<file path="src/hdl/qrp_pkg.sv">
// Package: word types, widths and constants for the quaternion to roll/pitch pipeline.
package qrp_pkg;

  localparam int RootW = 29;  // floor sqrt of at most 2^56
  localparam int RadW  = 57;  // radicand 2^56 - p^2
  localparam int RemW  = 60;  // square root remainder and trial width
  localparam int CordW = 38;  // CORDIC vector width with growth headroom
  localparam int AngW  = 24;  // angle in 2^-20 rad
  localparam int NIter = 20;

  localparam logic signed [AngW-1:0] AngPi     = 24'sd3294199;
  localparam logic signed [16:0]     HalfPiQ13 = 17'sd12868;
  localparam logic signed [16:0]     PiQ13     = 17'sd25736;

  typedef struct packed {
    logic signed [15:0] quat_w;
    logic signed [15:0] quat_x;
    logic signed [15:0] quat_y;
    logic signed [15:0] quat_z;
  } quat_in_t;

  typedef struct packed {
    logic signed [14:0] roll_angle;
    logic signed [15:0] pitch_angle;
    logic               pitch_clamped;
  } angles_out_t;

  // words carried alongside the square root
  typedef struct packed {
    logic signed [33:0] s;      // 2(wx+yz)
    logic signed [33:0] c;      // 2^28 - 2(x^2+y^2)
    logic signed [28:0] p;      // 2(wy-zx), valid when not clamped
    logic               p_neg;
    logic               clamp;
  } side_t;

  // per-lane result of the CORDIC
  typedef struct packed {
    logic signed [AngW-1:0] ang;
    logic                   zero;
  } lane_res_t;

  function automatic logic signed [AngW-1:0] atan_entry(input int i);
    logic signed [AngW-1:0] r;
    unique case (i)
      0:  r = 24'sd823550;
      1:  r = 24'sd486170;
      2:  r = 24'sd256879;
      3:  r = 24'sd130396;
      4:  r = 24'sd65451;
      5:  r = 24'sd32757;
      6:  r = 24'sd16383;
      7:  r = 24'sd8192;
      8:  r = 24'sd4096;
      9:  r = 24'sd2048;
      10: r = 24'sd1024;
      11: r = 24'sd512;
      12: r = 24'sd256;
      13: r = 24'sd128;
      14: r = 24'sd64;
      15: r = 24'sd32;
      16: r = 24'sd16;
      17: r = 24'sd8;
      18: r = 24'sd4;
      19: r = 24'sd2;
      default: r = '0;
    endcase
    return r;
  endfunction

endpackage

</file>
<file path="src/hdl/qrp_isqrt.sv">
// Pipelined floor square root, one result bit per stage, side words carried along.
module qrp_isqrt (
  input  logic                      clk_i,
  input  logic                      rst_ni,
  input  logic                      en_i,
  input  logic                      valid_i,
  input  qrp_pkg::side_t            side_i,
  input  logic [qrp_pkg::RadW-1:0]  rad_i,
  output logic                      valid_o,
  output qrp_pkg::side_t            side_o,
  output logic [qrp_pkg::RootW-1:0] root_o
);
  import qrp_pkg::*;

  logic [RemW-1:0]  rem_q  [0:RootW];
  logic [RootW-1:0] res_q  [0:RootW];
  side_t            side_q [0:RootW];
  logic [RootW:0]   v_q;

  assign rem_q[0]  = RemW'(rad_i);
  assign res_q[0]  = '0;
  assign side_q[0] = side_i;
  assign v_q[0]    = valid_i;

  for (genvar j = 0; j < RootW; j++) begin : g_stage
    localparam int K = RootW - 1 - j;
    logic [RemW-1:0]  trial;
    logic [RemW-1:0]  rem_d;
    logic [RootW-1:0] res_d;

    always_comb begin
      trial = (RemW'(res_q[j]) << (K + 1)) + (RemW'(1) << (2 * K));
      if (rem_q[j] >= trial) begin
        rem_d = rem_q[j] - trial;
        res_d = res_q[j] | (RootW'(1) << K);
      end else begin
        rem_d = rem_q[j];
        res_d = res_q[j];
      end
    end

    always_ff @(posedge clk_i or negedge rst_ni) begin
      if (!rst_ni) begin
        v_q[j+1] <= 1'b0;
      end else if (en_i) begin
        v_q[j+1] <= v_q[j];
      end
    end

    always_ff @(posedge clk_i) begin
      if (en_i) begin
        rem_q[j+1]  <= rem_d;
        res_q[j+1]  <= res_d;
        side_q[j+1] <= side_q[j];
      end
    end
  end

  assign valid_o = v_q[RootW];
  assign side_o  = side_q[RootW];
  assign root_o  = res_q[RootW];

endmodule

</file>
<file path="config.mk">
export PLATFORM = sky130hd
export DESIGN_NAME = qrp_isqrt
export DESIGN_NICKNAME = d
export VERILOG_FILES = /design/src/hdl/qrp_pkg.sv /design/src/hdl/qrp_isqrt.sv
export SDC_FILE = /design/constraint.sdc
export NUM_CORES = 2
export LEC_CHECK = 0
export BUFFER_PORTS_ARGS = -buffer_cell sky130_fd_sc_hd__buf_2
export CORE_MARGIN = 2
export CORE_UTILIZATION = 44
export DETAILED_ROUTE_END_ITERATION = 8
export GPL_ROUTABILITY_DRIVEN = 0
export PLACE_DENSITY_LB_ADDON = 0.25
export SETUP_SLACK_MARGIN = 0.3
export SYNTH_ARGS = -nofsm -noshare
export SYNTH_HDL_FRONTEND = slang
export SYNTH_SLANG_ARGS = --single-unit
</file>
<file path="constraint.sdc">
create_clock -name clk_i -period 5.2 [get_ports clk_i]
set_input_delay 0.26 -clock clk_i [delete_from_list [all_inputs] [get_ports clk_i]]
set_output_delay 0.26 -clock clk_i [all_outputs]
set_load 0.03 [all_outputs]
</file>
==> impl_metrics.toml <==
[drt]
num_vias = 91600
drtAntennaViolNets = 0
wl_um = 317000
drtIter0Drc = 7621
detail_route.vias_per_cell = 5.08
first_pass_iters = 6
route.detailed.drc = 0
wl_per_cell_um = 17.6

[floorplanning]
start_util = 0.441
ios = 289
dieWidth_um = 659
die_area_um2 = 434000
chipHeight_um = 659
rows = 240
core_um2 = 427000

[global_route]
grt_pass1_wl_um = 502000
antenna_found_initial = 5
grt_max_degree = 196
grt_pass1_vias = 93600
overflow = 0
grt_usage = 0.143

[layout]
finalNetCount = 12500
layout_commonest_cell = "edfxtp_1"
layout_common_cells = "edfxtp_1 (4984), inv_1 (555), clkbuf_16 (541), nor2_1 (510), nand2_1 (488)"
final_layout_size_suffix_gt1_frac = 0.105
final_util = 0.508
syn_to_final_growth_pct = 15.2

[power]
seqPwrFrac = 0.523
clock_power_share = 0.372
p_int_uw = 73800
peakVddDrop_mv = 0.345
combPwrFrac = 0.105
powerDensity_nw_per_um2 = 446
power.leakage_uw = 0.0776
swShare = 0.238
switching_power_uw = 23000

[timing]
fmax_mhz = 228
finalHoldViolCount = 0
worst_pin_slew_ns = 1.16
clock_skew_ns = 0.0731
drv_slew = 0
relSlewSlack = 0.208
tns_ns = 0
finalCritPeriodShare = 0.842
report.final.setup_viol = 0
period_minus_slack_ns = 4.38
rsz0062_at_grt = "false"

[cts]
worstSkewPairLatency_ns = 1.02
clk_pin_slew_ns = 0.06
numClockSinks = 5013
clockBufferDepth = 4
cts-buffers-inserted = 530
cts_setup_buffers = 0
clock-root-buffer = "clkbuf_16"
htree_levels = 6
cts_tree = "yes"

[critical_path]
r2r_setup_slack_ns = 0.82
cp-start-kind = "flop"
r2r-start = "rem_q[435]"
crit_arrival_ns = 5.08
required_ns = 5.90
crit_type = "flop to flop"
r2r_end = "rem_q[407]"
r2r_cells = 11
worst-path-max-fanout = 5
cp-end-kind = "flop"

[synth]
avgSynthCellArea_um2 = 17.3
post_synth_inst_count = 10900
synth_top_cell_area_share = 0.794
synth_top_area_cell = "edfxtp_1"
synth-edff-count = 4984
synth_cell_type_count = 102
yosysSeqAreaShare = 0.798
synthFlopType = "edfxtp_1"
synth_area_um2 = 188000
synthTopCellsByArea = "edfxtp_1 (79%), ha_1 (3.1%), xnor2_1 (1.8%)"
async_flop_share = 0.00578
ys_seq_elements = 5013
yosysWarningCount = 0

[placed_design]
io_buffers = 288
dp_hpwl_um = 209000

[worst_hold_path]
hold_depth = 2
hold_class = "primary input to flop"
holdPathEnd = "side_q[2789]"
min_from = "side_i[17]"

[run_status]
status = "finished clean"

[job]
drv_cap = 0
==> power by group through the flow <==
stage               logic, µW  clock network (µW)  registers, µW
finish                  10200               36000          50700
global route            11200               38800          51000
CTS                     10000               37200          50700
detailed placement       9800                   0          51500
global placement         9440                   0          51300
floorplan                6890                   0          50600
==> what timing repair did <==
action,CTS,global route
gates resized for setup,0,0
endpoints found under the hold margin,264,0
hold buffers,317,0
==> worst max path at each step <==
stage	endpoint	slack (ns)	startpoint	depth (start not counted)
2_1_floorplan	rem_q[170]	1.72	rem_q[189]	12
3_3_place_gp	rem_q[407]	1.13	rem_q[437]	11
3_5_place_dp	rem_q[407]	0.97	rem_q[437]	11
4_1_cts	rem_q[407]	0.91	rem_q[435]	11
5_1_grt	rem_q[407]	0.57	rem_q[435]	11
6_report	rem_q[407]	0.82	rem_q[435]	11
==> flip-flops by register name, indices dropped and copies added, names as in the netlist <==
| register | count |
|---|---|
| res_q | 406 |
| valid_o | 1 |
| rem_q | 1678 |
| side_q | 2772 |
| v_q | 28 |
| side_o | 99 |
| root_o | 29 |
==> through the flow <==
step,area [µm²],hold slack (ns),cells,setup WS (ns),total power [µW]
global route,217000,0.0287,18000,0.569,101000
CTS,217000,0.00530,18000,0.912,97900
detailed placement,197000,0.317,16800,0.973,61300
floorplan,189000,-0.0356,10900,1.72,57500
global placement,197000,0.292,16800,1.13,60800
finish,217000,0.0978,18000,0.820,96900
==> metal layers <==
layer | up-vias | GRT usage | wire, µm
li1 | 43800 | - | -
met5 | - | 0 | 0
met4 | 0 | 0.0705 | 16300
met3 | 967 | 0.0237 | 13400
met2 | 2522 | 0.259 | 163000
met1 | 44300 | 0.164 | 124000
==> synthesized netlist by cell type (all sizes together) (9+ instances only) <==
cell type,n
o21a,77
xnor2,389
and4,15
dfrtp,29
nand4b,13
a2111oi,11
or3,79
nor4,257
a31oi,36
inv,556
nand3,133
o211ai,22
o21bai,27
a21boi,18
a211oi,31
ha,460
o21ai,358
nor4b,41
nor2b,84
mux2i,10
a21oi,466
nand4,119
mux2,89
and3,37
or2,28
nor3b,17
edfxtp,4984
nand2,488
nor2,514
nand2b,105
or4,66
and2,30
nand3b,34
buf,123
xor2,376
a21o,208
o31ai,49
o22ai,9
a211o,15
nor3,243
a41oi,13
a221o,9
and4b,11
clkbuf,125
==> logic make-up after synthesis <==
| group | after synthesis | synth area share |
|---|---|---|
| multiplexers | 99 | 0.00585 |
| AND/OR/NAND/NOR | 2329 | 0.0642 |
| flip-flops | 5013 | 0.798 |
| other | 1 | 0.0000199 |
| buffers and inverters | 806 | 0.0183 |
| XOR/XNOR | 765 | 0.0355 |
| AO/OA/AOI/OAI | 1441 | 0.0477 |
| adder cells (fa/ha/maj) | 460 | 0.0305 |
==> cell type report <==
type	instances	area [µm²]
clock inverter	285	2900
sequential	5013	150000
clock buffer	655	14000
fill	34200	210000
inverter	558	2090
tap	5687	7120
timing repair buffer	722	5910
antenna	2	5.00
multi-input combinational	5096	34700
==> worst max-delay path, cell delays in order (launching register included) <==
cell and delay, ns:
edfxtp_1 0.42, ha_1 0.39, a21oi_1 0.22, a21oi_1 0.15, o31ai_1 0.41, a21boi_0 0.26
a221oi_1 0.58, o21ai_0 0.27, a221o_1 0.44, a2111oi_4 0.58, nand3_1 0.17, xnor2_1 0.18
Power figures use the tool's default switching activity.
